<file path="config.mk">
export PLATFORM = sky130hd
export DESIGN_NAME = serial_arm_forward_kinematics_top
export DESIGN_NICKNAME = d
export VERILOG_FILES = /design/src/hdl/safk_pkg.sv /design/src/hdl/serial_arm_forward_kinematics_top.sv /design/src/hdl/safk_sin_rom.sv /design/src/hdl/safk_mac.sv
export SDC_FILE = /design/constraint.sdc
export NUM_CORES = 2
export LEC_CHECK = 0
export BUFFER_PORTS_ARGS = -buffer_cell sky130_fd_sc_hd__clkbuf_2
export CORE_UTILIZATION = 65
export DETAILED_ROUTE_END_ITERATION = 6
export PLACE_DENSITY = 0.9
export SETUP_SLACK_MARGIN = 0.4
export SYNTH_ARGS = -nofsm -noshare
export SYNTH_HDL_FRONTEND = slang
export SYNTH_SLANG_ARGS = --single-unit
</file>
<file path="constraint.sdc">
create_clock -name clk -period 12.4 [get_ports clk]
set_input_delay 0 -clock clk [delete_from_list [all_inputs] [get_ports clk]]
set_output_delay 0 -clock clk [all_outputs]
set_load 0.005 [all_outputs]
</file>
<file path="src/hdl/safk_pkg.sv">
package safk_pkg;

	// Sequencer steps of one link
	localparam int STEP_W = 5;
	localparam logic [STEP_W-1:0] STEP_DELIVER = 5'd17;

	// Multiplier operand A select
	localparam logic [1:0] ASEL_COS = 2'd0;
	localparam logic [1:0] ASEL_SIN = 2'd1;
	localparam logic [1:0] ASEL_LEN = 2'd2;

	// Writeback destination
	localparam logic [1:0] DST_P   = 2'd0;
	localparam logic [1:0] DST_Z   = 2'd1;
	localparam logic [1:0] DST_POS = 2'd2;

	// Frame axes
	localparam logic [1:0] AXIS_X = 2'd0;
	localparam logic [1:0] AXIS_Y = 2'd1;
	localparam logic [1:0] AXIS_Z = 2'd2;

	localparam int COORD_W   = 24;
	localparam int COORD_MAX = 8388607;
	localparam int COORD_MIN = -8388608;

	typedef struct packed {
		logic issue;
		logic clr;
		logic neg;
	} mac_ctrl_t;

	typedef struct packed {
		mac_ctrl_t  mac;
		logic [1:0] asel;
		logic       use_z;
		logic [1:0] comp;
	} uop_t;

	typedef struct packed {
		logic       en;
		logic [1:0] dst;
		logic [1:0] comp;
	} wb_t;

	// Issue pattern: per component P*c, -Z*s (new P), P*s, Z*c (new Z);
	// then length times each new Z component.
	function automatic uop_t uop_of(logic [STEP_W-1:0] step);
		uop_t u;
		logic [STEP_W-1:0] t;
		u = '0;
		t = step - STEP_W'(12);
		if (step < STEP_W'(12)) begin
			u.comp = step[3:2];
			case (step[1:0])
				2'd0: begin
					u.mac.issue = 1'b1;
					u.mac.clr   = 1'b1;
					u.asel      = ASEL_COS;
				end
				2'd1: begin
					u.mac.issue = 1'b1;
					u.mac.neg   = 1'b1;
					u.asel      = ASEL_SIN;
					u.use_z     = 1'b1;
				end
				2'd2: begin
					u.mac.issue = 1'b1;
					u.mac.clr   = 1'b1;
					u.asel      = ASEL_SIN;
				end
				2'd3: begin
					u.mac.issue = 1'b1;
					u.asel      = ASEL_COS;
					u.use_z     = 1'b1;
				end
				default: u = '0;
			endcase
		end else if (step < STEP_W'(15)) begin
			u.mac.issue = 1'b1;
			u.mac.clr   = 1'b1;
			u.asel      = ASEL_LEN;
			u.use_z     = 1'b1;
			u.comp      = t[1:0];
		end
		return u;
	endfunction

	// Accumulator result lands once the closing issue has passed the product and accumulator registers
	function automatic wb_t wb_of(logic [STEP_W-1:0] step);
		wb_t w;
		logic [STEP_W-1:0] t;
		logic [STEP_W-1:0] p;
		w = '0;
		t = step - STEP_W'(3);
		p = step - STEP_W'(14);
		if (step >= STEP_W'(3) && step <= STEP_W'(13) && !t[0]) begin
			w.en   = 1'b1;
			w.comp = t[3:2];
			w.dst  = t[1] ? DST_Z : DST_P;
		end else if (step >= STEP_W'(14) && step <= STEP_W'(16)) begin
			w.en   = 1'b1;
			w.dst  = DST_POS;
			w.comp = p[1:0];
		end
		return w;
	endfunction

	// (a * b) >> 60, kept to 64 bits
	function automatic logic [63:0] mul_q60(logic [63:0] a, logic [63:0] b);
		logic [127:0] p;
		p = {64'd0, a} * {64'd0, b};
		return p[123:60];
	endfunction

	// sin(k degrees) in Q.frac, Taylor series at 60 fraction bits, rounded
	function automatic logic [31:0] sin_entry(int k, int frac);
		logic [63:0] deg;
		logic [63:0] x;
		logic [63:0] x2;
		logic [63:0] term;
		logic [63:0] sum;
		logic [63:0] r;
		deg  = 64'h3243F6A8885A308D / 64'd180;
		x    = deg * 64'(k);
		x2   = mul_q60(x, x);
		term = x;
		sum  = x;
		term = mul_q60(term, x2) / 64'd6;   sum = sum - term;
		term = mul_q60(term, x2) / 64'd20;  sum = sum + term;
		term = mul_q60(term, x2) / 64'd42;  sum = sum - term;
		term = mul_q60(term, x2) / 64'd72;  sum = sum + term;
		term = mul_q60(term, x2) / 64'd110; sum = sum - term;
		term = mul_q60(term, x2) / 64'd156; sum = sum + term;
		term = mul_q60(term, x2) / 64'd210; sum = sum - term;
		term = mul_q60(term, x2) / 64'd272; sum = sum + term;
		term = mul_q60(term, x2) / 64'd342; sum = sum - term;
		term = mul_q60(term, x2) / 64'd420; sum = sum + term;
		term = mul_q60(term, x2) / 64'd506; sum = sum - term;
		term = mul_q60(term, x2) / 64'd600; sum = sum + term;
		r = (sum + (64'd1 << (59 - frac))) >> (60 - frac);
		return r[31:0];
	endfunction

endpackage

</file>
<file path="src/hdl/serial_arm_forward_kinematics_top.sv">
// Forward kinematics of a serial arm, one link per request. Each request
// carries a link length (unsigned Q8.8) and the servo angle at its near end
// in whole degrees (saturated to -90..90); tlast marks the hand link. The
// block turns its orientation frame (Q2.FRAME_FRAC_BITS) about its own Y axis
// on odd links and its own X axis on even links, then returns the link's far
// end in Q15.8 with 24-bit saturation, a sticky below-ground flag on tuser and
// the hand marker on tlast. After the hand link, or the link that reaches
// MAX_LINKS, the arm state returns to the origin and the identity frame.
// A link occupies the block from its taken request until its result is
// loaded: fifteen products go one per cycle through the single shared
// multiply-accumulate unit (twelve for the frame turn, three for length
// times the new Z axis), its pipeline drains, and the output register loads.
// A new link is accepted only once the last one is loaded; the output
// register lets the next link be accepted while a result still waits.
module serial_arm_forward_kinematics_top #(
	parameter int MAX_LINKS       = 64,
	parameter int FRAME_FRAC_BITS = 16
) (
	input  logic        clk,
	input  logic        arst_n,
	input  logic        s_axis_tvalid,
	output logic        s_axis_tready,
	input  logic [23:0] s_axis_tdata,   // link_length[15:0], servo_angle[23:16]
	input  logic        s_axis_tlast,   // last_link
	output logic        m_axis_tvalid,
	input  logic        m_axis_tready,
	output logic [71:0] m_axis_tdata,   // end_x[23:0], end_y[47:24], end_z[71:48]
	output logic [0:0]  m_axis_tuser,   // below_ground[0]
	output logic        m_axis_tlast    // is_hand
);

	localparam int FW    = FRAME_FRAC_BITS + 2;
	localparam int AW    = (FW > 17) ? FW : 17;
	localparam int PW    = AW + FW;
	localparam int SW    = PW + 2;
	localparam int CNT_W = $clog2(MAX_LINKS + 1);
	localparam int CW    = safk_pkg::COORD_W;

	localparam logic signed [FW-1:0] FRAME_ONE = FW'(1) <<< FRAME_FRAC_BITS;
	localparam logic signed [SW-1:0] ONE_SW    = SW'(1);
	localparam logic signed [SW-1:0] FMAX      = (ONE_SW <<< (FRAME_FRAC_BITS + 1)) - ONE_SW;
	localparam logic signed [SW-1:0] FMIN      = -(ONE_SW <<< (FRAME_FRAC_BITS + 1));
	localparam logic signed [SW-1:0] CMAX      = SW'(safk_pkg::COORD_MAX);
	localparam logic signed [SW-1:0] CMIN      = SW'(safk_pkg::COORD_MIN);

	// sequencer and arm state
	logic                            busy_q;
	logic [safk_pkg::STEP_W-1:0]     step_q;
	logic [15:0]                     len_q;
	logic                            last_q;
	logic                            odd_q;
	logic                            ground_q;
	logic [CNT_W-1:0]                cnt_q;
	logic signed [FW-1:0]            fr_q [0:8];
	logic signed [CW-1:0]            pos_q [0:2];

	// output register
	logic                            out_vld_q;
	logic [71:0]                     out_data_q;
	logic                            out_user_q;
	logic                            out_last_q;

	logic                            in_take;
	logic                            out_load;
	logic                            hand;
	logic [CNT_W:0]                  cnt_nx;
	safk_pkg::uop_t                  uop;
	safk_pkg::wb_t                   wb;
	safk_pkg::mac_ctrl_t             mac_ctrl;
	logic [1:0]                      b_axis;
	logic [3:0]                      b_idx;
	logic [1:0]                      w_axis;
	logic [3:0]                      w_idx;
	logic signed [FW-1:0]            sin_q;
	logic signed [FW-1:0]            cos_q;
	logic signed [AW-1:0]            op_a;
	logic signed [FW-1:0]            op_b;
	logic signed [PW:0]              acc;
	logic signed [PW:0]              rnd;
	logic signed [SW-1:0]            rnd_x;
	logic signed [SW-1:0]            fr_sat;
	logic signed [SW-1:0]            pos_sum;
	logic signed [SW-1:0]            pos_sat;
	logic signed [FW-1:0]            fr_new;
	logic signed [CW-1:0]            pos_new;

	assign s_axis_tready = !busy_q;
	assign in_take       = s_axis_tvalid && !busy_q;
	assign out_load      = busy_q && (step_q == safk_pkg::STEP_DELIVER) &&
		(!out_vld_q || m_axis_tready);

	// sine and cosine of the clamped angle, sine negated on even links so
	// both turn axes share one update pattern
	safk_sin_rom #(
		.FRAC  (FRAME_FRAC_BITS)
	) u_rom (
		.clk   (clk),
		.ld    (in_take),
		.angle ($signed(s_axis_tdata[23:16])),
		.flip  (!odd_q),
		.sin_q (sin_q),
		.cos_q (cos_q)
	);

	always_comb begin
		uop            = safk_pkg::uop_of(step_q);
		wb             = safk_pkg::wb_of(step_q);
		mac_ctrl       = uop.mac;
		mac_ctrl.issue = uop.mac.issue && busy_q;

		// turned axis P: X on odd links, Y on even links
		b_axis = uop.use_z ? safk_pkg::AXIS_Z : (odd_q ? safk_pkg::AXIS_X : safk_pkg::AXIS_Y);
		b_idx  = {2'b00, b_axis} * 4'd3 + {2'b00, uop.comp};
		w_axis = (wb.dst == safk_pkg::DST_Z) ? safk_pkg::AXIS_Z :
			(odd_q ? safk_pkg::AXIS_X : safk_pkg::AXIS_Y);
		w_idx  = {2'b00, w_axis} * 4'd3 + {2'b00, wb.comp};

		case (uop.asel)
			safk_pkg::ASEL_COS: op_a = AW'(cos_q);
			safk_pkg::ASEL_SIN: op_a = AW'(sin_q);
			safk_pkg::ASEL_LEN: op_a = AW'($signed({1'b0, len_q}));
			default:            op_a = '0;
		endcase
		op_b = fr_q[b_idx];
	end

	safk_mac #(
		.AW   (AW),
		.BW   (FW),
		.FRAC (FRAME_FRAC_BITS)
	) u_mac (
		.clk    (clk),
		.arst_n (arst_n),
		.ctrl   (mac_ctrl),
		.a      (op_a),
		.b      (op_b),
		.acc    (acc)
	);

	// round, saturate to the frame range or add to the joint coordinate
	always_comb begin
		rnd     = acc >>> FRAME_FRAC_BITS;
		rnd_x   = SW'(rnd);
		if (rnd_x > FMAX) begin
			fr_sat = FMAX;
		end else if (rnd_x < FMIN) begin
			fr_sat = FMIN;
		end else begin
			fr_sat = rnd_x;
		end
		fr_new  = fr_sat[FW-1:0];
		pos_sum = SW'(pos_q[wb.comp]) + rnd_x;
		if (pos_sum > CMAX) begin
			pos_sat = CMAX;
		end else if (pos_sum < CMIN) begin
			pos_sat = CMIN;
		end else begin
			pos_sat = pos_sum;
		end
		pos_new = pos_sat[CW-1:0];
		cnt_nx  = {1'b0, cnt_q} + {{CNT_W{1'b0}}, 1'b1};
		hand    = last_q || (cnt_nx >= (CNT_W+1)'(MAX_LINKS));
	end

	always_ff @(posedge clk or negedge arst_n) begin
		if (!arst_n) begin
			busy_q   <= 1'b0;
			step_q   <= '0;
			last_q   <= 1'b0;
			odd_q    <= 1'b1;
			ground_q <= 1'b0;
			cnt_q    <= '0;
			for (int i = 0; i < 9; i++) begin
				fr_q[i] <= (i % 4 == 0) ? FRAME_ONE : '0;
			end
			for (int i = 0; i < 3; i++) begin
				pos_q[i] <= '0;
			end
		end else begin
			if (in_take) begin
				busy_q <= 1'b1;
				step_q <= '0;
				last_q <= s_axis_tlast;
			end else if (busy_q && step_q != safk_pkg::STEP_DELIVER) begin
				step_q <= step_q + safk_pkg::STEP_W'(1);
			end

			// write back the finished accumulation
			if (busy_q && wb.en) begin
				if (wb.dst == safk_pkg::DST_POS) begin
					pos_q[wb.comp] <= pos_new;
					if (wb.comp == 2'd2 && pos_new[CW-1]) begin
						ground_q <= 1'b1;
					end
				end else begin
					fr_q[w_idx] <= fr_new;
				end
			end

			// deliver: drop back to the origin after the hand link
			if (out_load) begin
				busy_q <= 1'b0;
				if (hand) begin
					odd_q    <= 1'b1;
					ground_q <= 1'b0;
					cnt_q    <= '0;
					for (int i = 0; i < 9; i++) begin
						fr_q[i] <= (i % 4 == 0) ? FRAME_ONE : '0;
					end
					for (int i = 0; i < 3; i++) begin
						pos_q[i] <= '0;
					end
				end else begin
					odd_q <= !odd_q;
					cnt_q <= cnt_nx[CNT_W-1:0];
				end
			end
		end
	end

	always_ff @(posedge clk) begin
		if (in_take) begin
			len_q <= s_axis_tdata[15:0];
		end
	end

	// output register: hold until taken
	always_ff @(posedge clk or negedge arst_n) begin
		if (!arst_n) begin
			out_vld_q <= 1'b0;
		end else if (out_load) begin
			out_vld_q <= 1'b1;
		end else if (m_axis_tready) begin
			out_vld_q <= 1'b0;
		end
	end

	always_ff @(posedge clk) begin
		if (out_load) begin
			out_data_q <= {pos_q[2], pos_q[1], pos_q[0]};
			out_user_q <= ground_q;
			out_last_q <= hand;
		end
	end

	assign m_axis_tvalid   = out_vld_q;
	assign m_axis_tdata    = out_data_q;
	assign m_axis_tuser[0] = out_user_q;
	assign m_axis_tlast    = out_last_q;

	a_take_busy: assert property (@(posedge clk) disable iff (!arst_n)
		s_axis_tvalid && s_axis_tready |=> busy_q && step_q == '0)
		else $error("request taken but sequencer not started");

	a_step_adv: assert property (@(posedge clk) disable iff (!arst_n)
		busy_q && step_q != safk_pkg::STEP_DELIVER
		|=> busy_q && step_q == $past(step_q) + safk_pkg::STEP_W'(1))
		else $error("sequencer failed to advance");

	a_deliver: assert property (@(posedge clk) disable iff (!arst_n)
		out_load |=> !busy_q && m_axis_tvalid)
		else $error("result not loaded at end of link");

	a_no_issue_idle: assert property (@(posedge clk) disable iff (!arst_n)
		!busy_q |-> !mac_ctrl.issue)
		else $error("multiplier issued while idle");

endmodule

</file>
<file path="src/hdl/safk_sin_rom.sv">
module safk_sin_rom #(
	parameter int FRAC = 16
) (
	input  logic                   clk,
	input  logic                   ld,
	input  logic signed [7:0]      angle,
	input  logic                   flip,
	output logic signed [FRAC+1:0] sin_q,
	output logic signed [FRAC+1:0] cos_q
);

	logic [FRAC:0]          tab [0:90];
	logic signed [7:0]      ang_c;
	logic [7:0]             mag8;
	logic [6:0]             mag;
	logic [6:0]             cidx;
	logic signed [FRAC+1:0] sin_v;
	logic signed [FRAC+1:0] cos_v;

	for (genvar k = 0; k <= 90; k++) begin : g_tab
		localparam logic [31:0] V = safk_pkg::sin_entry(k, FRAC);
		assign tab[k] = V[FRAC:0];
	end

	always_comb begin
		// saturate the servo angle to the quarter turn
		if (angle > 8'sd90) begin
			ang_c = 8'sd90;
		end else if (angle < -8'sd90) begin
			ang_c = -8'sd90;
		end else begin
			ang_c = angle;
		end
		mag8  = ang_c[7] ? 8'(-ang_c) : 8'(ang_c);
		mag   = mag8[6:0];
		cidx  = 7'd90 - mag;
		sin_v = $signed({1'b0, tab[mag]});
		cos_v = $signed({1'b0, tab[cidx]});
	end

	always_ff @(posedge clk) begin
		if (ld) begin
			sin_q <= (ang_c[7] ^ flip) ? -sin_v : sin_v;
			cos_q <= cos_v;
		end
	end

endmodule

</file>
<file path="src/hdl/safk_mac.sv">
module safk_mac #(
	parameter int AW   = 18,
	parameter int BW   = 18,
	parameter int FRAC = 16
) (
	input  logic                    clk,
	input  logic                    arst_n,
	input  safk_pkg::mac_ctrl_t     ctrl,
	input  logic signed [AW-1:0]    a,
	input  logic signed [BW-1:0]    b,
	output logic signed [AW+BW:0]   acc
);

	// clear loads half an LSB of the result so a plain shift rounds
	localparam logic signed [AW+BW:0] HALF = (AW+BW+1)'(1) <<< (FRAC - 1);

	safk_pkg::mac_ctrl_t      ctrl_s1;
	logic signed [AW+BW-1:0]  prod_s1;
	logic signed [AW+BW:0]    acc_q;
	logic signed [AW+BW:0]    base;
	logic signed [AW+BW:0]    prod_x;

	always_ff @(posedge clk or negedge arst_n) begin
		if (!arst_n) begin
			ctrl_s1 <= '0;
		end else begin
			ctrl_s1 <= ctrl;
		end
	end

	always_ff @(posedge clk) begin
		prod_s1 <= a * b;
	end

	always_comb begin
		base   = ctrl_s1.clr ? HALF : acc_q;
		prod_x = (AW+BW+1)'(prod_s1);
	end

	always_ff @(posedge clk) begin
		if (ctrl_s1.issue) begin
			acc_q <= ctrl_s1.neg ? base - prod_x : base + prod_x;
		end
	end

	assign acc = acc_q;

endmodule
</file>
Yosys cells after proc, flatten, opt, wreduce, memory -nomap -nowiden --
Memories as Yosys holds them, arrays and structs flattened. A register that Yosys moved wholly into a read port is not among the register bits. Index checks and enable logic that the tools add are counted.
Word-level totals: flip-flop bits (word level) 435, memory bits (read-only) 4352, input port bits 29, output and inout bits 76, word-level logic and storage cells 173, memories 2
Cells by class: $add $sub $neg 13, $mul 3, $lt $le $gt $ge 19, eq/ne operators 10, multiplexer cells 62, bitwise logic cells 6, reductions and logical operators 28
Memory list:
- (name not given) | words 128, bits a word 17, rd ports 1, clocked after memory_dff 0, wr ports 0, RTL line safk_sin_rom.sv:37 | sin_v = $signed({1'b0, tab[mag]});
- (name not given) | words 128, bits a word 17, rd ports 1, clocked after memory_dff 1, wr ports 0, RTL line safk_sin_rom.sv:38 | cos_v = $signed({1'b0, tab[cidx]});
Operator list (count):
- $mux 162 | 4
- $mux 72 | 4
- $bwmux 162 | 1
- $mux 24 | 5
- $mux 18 | 5
- $mux 37 | 2
- $bmux 18 s4 | 1
- $bwmux 72 | 1
- $demux 18 s4 | 1
- $pmux 18 s3 | 1
- $mux 17 | 3
- $bmux 24 s2 | 1
- $demux 24 s2 | 1
- $add 37x36->37 | 1
- $sub 37x36->37 | 1
- $mul 18x18->36 | 1
- $mux 5 | 6
- $add 24x21->25 | 1
- $gt 25x24->1 const B | 1
- $lt 25x24->1 const B | 1
- $gt 21x18->1 const B | 1
- $lt 21x18->1 const B | 1
- $neg 17->18 | 1
- $mux 1 | 17
- 41 further kinds | 79

Longest topological paths before layout --
depth after elaboration 18, gate-level depth with buffers 42, gate-level depth less buffers 37

By module --
Synthesis repeated with hierarchy kept, for this count alone.
Second synthesis, totals: cells, all modules 4528, area total of the unflattened synthesis 40348.7 um^2
Modules (own cells, without submodules):
- safk_mac | instances 1, cells each 1893, area an instance 17108.9 um^2, sequential area each 1906.8 um^2
- serial_arm_forward_kinematics_top | instances 1, cells each 1649, area an instance 16508.3 um^2, sequential area each 8988.6 um^2
- safk_sin_rom | instances 1, cells each 986, area an instance 6731.5 um^2, sequential area each 1051.0 um^2

Worst setup path after synthesis --
No wires, ideal clock.
path kind flip-flop to flip-flop, from register step_q[1] (netlist name), to register u_mac.prod_s1[33], library setup time 120 ps, arrival time 9408 ps, required time 12280 ps, slack 2873 ps, cell stages (with the launch flop) 35, path buffers 4, clock period less this slack 9527 ps, cells stage by stage dfrtp_1 > clkbuf_1 > inv_1 > ha_1 > o31a_1 > nand2b_1 > ha_1 > and2_1 > fa_1 > buf_1 > buf_1 > mux2i_1 > o21ai_1 > clkbuf_1 > nand2_1 > fa_1 > inv_1 > fa_1 > fa_1 > inv_1 > fa_1 > inv_1 > fa_1 > inv_1 > fa_1 > inv_1 > ha_1 > and3_1 > or4_1 > o21ai_0 > o31ai_1 > a21o_1 > a41oi_1 > nor4bb_1 > a211o_1
On the way: longest elaborated chain between the ends 12, elaborated cells between the ends (all ways) 26, those cells by class 2 x add/sub; 2 x mul; 2 x order compare; 5 x eq/ne; 9 x mux; 1 x bitwise; 5 x reduce/logical
Ends and longest elaborated chain:
- from (decl) | RTL line serial_arm_forward_kinematics_top.sv:48 | logic [safk_pkg::STEP_W-1:0] step_q;
- from (signal assigned) | RTL line serial_arm_forward_kinematics_top.sv:185 | step_q <= step_q + safk_pkg::STEP_W'(1);
- parallel branches: the longest is 3 deep, another holds $lt 5x4->1
- $mux 5 * | RTL line safk_pkg.sv:52 | if (step < STEP_W'(12)) begin
- $mux 2 | RTL line serial_arm_forward_kinematics_top.sv:112 | b_axis = uop.use_z ? safk_pkg::AXIS_Z : (odd_q ? safk_pkg::AXIS_X : safk_pkg::AXIS_Y);
- $mul 2x2->4 | RTL line serial_arm_forward_kinematics_top.sv:113 | b_idx = {2'b00, b_axis} * 4'd3 + {2'b00, uop.comp};
- $add 4x2->4 | RTL line serial_arm_forward_kinematics_top.sv:113
- $not 4->5 (not written as such) | RTL line serial_arm_forward_kinematics_top.sv:124 | op_b = fr_q[b_idx];
- $bmux 18 s4 | RTL line serial_arm_forward_kinematics_top.sv:124
- $mux 18 (not written as such) (2 in a row) | RTL line serial_arm_forward_kinematics_top.sv:124
- $mul 18x18->36 * | RTL line safk_mac.sv:32 | prod_s1 <= a * b;
- to (signal assigned) | RTL line safk_mac.sv:32
- to (decl) | RTL line safk_mac.sv:18 | logic signed [AW+BW-1:0] prod_s1;
Every way passes the cells marked *. The select of a mux whose other input is x is not followed. A chain may end at the register's enable or synchronous reset.

Worst setup path in the final report --
Ends and elaborated chain as after synthesis.

==> impl_metrics.py <==
metrics = {
    "status": {
        "status": "complete, but fails checks",
        "violations": "design-rule violations",
    },
    "grt": {
        "grt_usage_pct": 36.5,
        "antenna_found_initial": 0,
        "grt_pass1_wl_um": 182000,
        "grt_pass1_vias": 34800,
        "grt_max_degree": 99,
        "grt_overflow": 0,
    },
    "sta": {
        "max_slew_margin_pct": 13.7,
        "hold_viol_final": 0,
        "finalCritPeriodShare_pct": 85.5,
        "period_needed_ns": 10.60,
        "fin_skew_ns": 0.0320,
        "setup_violations": 0,
        "fmax_mhz": 94.3,
        "max_slew.worst_pin.slew_ns": 1.28,
        "setup-tns-final_ns": 0,
        "final_max_slew_viol_count": 0,
        "rsz0062_at_grt": "false",
    },
    "die": {
        "start_util_pct": 66.0,
        "io_pins": 105,
        "die_h_um": 250,
        "dieArea_um2": 62500,
        "core_um2": 60600,
        "row_count": 90,
        "dieWidth_um": 250,
    },
    "synthesis": {
        "netlist_area_um2": 40000,
        "yosysMostFrequentCell": "nor2_1",
        "yosysUniqueCellTypes": 111,
        "synthArstFlopShare_pct": 56.2,
        "syn_inst": 4421,
        "synth_top_cell_by_area": "fa_1",
        "synth_top_family_by_area": "adder cells",
        "seq_area_frac_synth_pct": 29.9,
        "synth_common_cells": "540 x nor2_1, 436 x inv_1, 421 x nand2_1, 366 x a21oi_1, 335 x fa_1",
        "syn_nets": 4979,
        "post_synth_xor_area_fraction_pct": 3.33,
        "synth.top_cell.area_share_pct": 16.8,
        "synthTopCellsByArea": "fa_1 17%, dfrtp_1 16%, edfxtp_1 12%",
        "synth_flop_cell": "dfrtp_1",
        "synth.area.mux_share_pct": 3.87,
        "syn_avg_cell_area_um2": 9.04,
        "synth-edff-count": 162,
        "yosysWarningCount": 0,
        "synth_seq_cells": 452,
        "synth_compound_area_share_pct": 15.9,
        "synthAdderAreaFrac_pct": 23.1,
        "yosys.area_share.simple_pct": 17.0,
    },
    "route": {
        "postRouteAntennaNets": 0,
        "num_vias": 34500,
        "drtIter0Drc": 4556,
        "avgRoutedWirePerCell_um": 21.7,
        "drt_wl_total_um": 113000,
        "via_per_inst": 6.60,
        "first_pass_iters": 7,
        "drc": 5,
    },
    "final_layout": {
        "nets": 4965,
        "final_cells": 5225,
        "drive_gt1_share_pct": 8.46,
        "area_delta_synth_final_pct": 7.01,
        "antennaDiodeCount": 0,
    },
    "critical_path": {
        "cp-end-kind": "flip-flop",
        "path_common_cell": "fa_1",
        "slowest_delay_ns": 0.83,
        "r2r_cells": 31,
        "rrSetupSlack_ns": 1.80,
        "crit_type": "flip-flop to flip-flop",
        "start_kind": "flip-flop",
        "crit_slowest_cell": "xnor2_4",
        "cp.required_ns": 12.89,
        "timing.rr.end": "u_mac.prod_s1[33]",
        "critPathMaxFanout": 20,
        "r2r_start": "step_q[1]",
        "cp-endpoint": "u_mac.prod_s1[33]",
        "arrival_ns": 11.09,
        "critPathLaunch": "step_q[1]",
    },
    "placement": {
        "portBuffers": 104,
        "gp_congestion": 1.01,
        "dp.cells": 5121,
        "hpwl_um": 78300,
    },
    "job": {
        "max_cap_violations": 0,
    },
    "clocking": {
        "clk_pin_slew_worst_paths_ns": 0.07,
        "cts-resized-gates": 0,
        "numCtsBuffers": 45,
        "tritoncts": "done",
        "clock-root-buffer": "clkbuf_16",
        "clock_latency_ns": 0.61,
        "cts_htree_levels": 2,
        "cts.path.max_buffers": 3,
        "cts_sinks": 452,
    },
    "min_path": {
        "hp-class": "input pin to asynchronous set/reset pin",
    },
}
[cell type report]
class,count,area (um2)
Sequential cell,452,11900
Inverter,438,1640
Fill cell,4199,17800
Timing Repair Buffer,208,1360
Tap cell,782,978
Clock buffer,58,1200
Clock inverter,25,297
Multi-Input combinational cell,3262,25300
[stage by stage]
stage / hold slack, ns / setup WS, ns / utilization (%) / cell area (um2)
after floorplan: -0.296 / 2.87 / - / 40000
after global placement: 0.0828 / 2.52 / 67.7 / 41000
after detailed placement: 0.0784 / 2.18 / 67.7 / 41000
after CTS: 0.0446 / 2.12 / 70.6 / 42800
after global routing: 0.0801 / 1.45 / 70.6 / 42800
final: 0.00982 / 1.80 / 70.6 / 42800
[placed cells by master, fill, tap and decap left out, drive strengths merged, types with 88 or more instances in the layout]
| master | instances |
|---|---|
| inv | 441 |
| o21ai | 203 |
| ha | 194 |
| a21oi | 366 |
| edfxtp | 162 |
| a211oi | 88 |
| nand2 | 422 |
| dfrtp | 250 |
| xnor2 | 115 |
| and2 | 143 |
| fa | 335 |
| nor2 | 543 |
| clkbuf | 161 |
[kinds of logic after synthesis]
| kind of cell | count (synthesis) |
|---|---|
| AND/OR/NAND/NOR | 1463 |
| buffers and inverters | 707 |
| XOR/XNOR | 148 |
| multiplexers | 104 |
| AO/OA/AOI/OAI | 1010 |
| adder cells (fa/ha/maj) | 537 |
| flip-flops | 452 |
[metal layers]
| metal | global-route usage (%) | vias up | share of wire [%] |
|---|---|---|---|
| met4 | 17.9 | 0 | 5.6 |
| met3 | 7.96 | 549 | 11 |
| li1 | - | 15000 | - |
| met2 | 59.6 | 2405 | 47 |
| met1 | 46.1 | 16500 | 36 |
| met5 | 0 | - | 0 |
[worst min-delay path by stage]
| stage | end | slack [ns] | depth (start not counted) |
|---|---|---|---|
| finish | pos_q[65] | 0.01 | 2 |
| global route | pos_q[23] | 0.08 | 2 |
| CTS | pos_q[65] | 0.04 | 2 |
| detailed placement | pos_q[65] | 0.08 | 1 |
| global placement | pos_q[17] | 0.08 | 1 |
| floorplan | busy_q | -0.30 | 0 |
[registers in the layout, indices dropped and copies added (netlist names)]
name	flops
busy_q	1
last_q	1
step_q	5
cnt_q	7
len_q	16
pos_q	72
u_mac.acc	37
fr_q	162
odd_q	1
u_mac.ctrl_s1	3
m_axis_tvalid	1
u_rom.sin_q	18
m_axis_tlast	1
u_rom.cos_q	17
ground_q	1
u_mac.prod_s1	36
m_axis_tuser	1
m_axis_tdata	72
[critical path: cells and delay by family (launching register included)]
family | cells | cell delay (ns)
compound gates | 8 | 2.77
buf+inv | 5 | 0.69
mux | 2 | 0.87
flops | 1 | 0.54
fa+ha+maj | 9 | 3.78
xor+xnor | 1 | 0.83
simple gates | 6 | 1.00
[timing repair]
action,CTS,global route
hold endpoints to repair,120,0
hold buffers,21,0
setup buffers,0,0
Power is not shown: default switching activity piles up to over one toggle a cycle in this logic, so the estimate is an artifact.
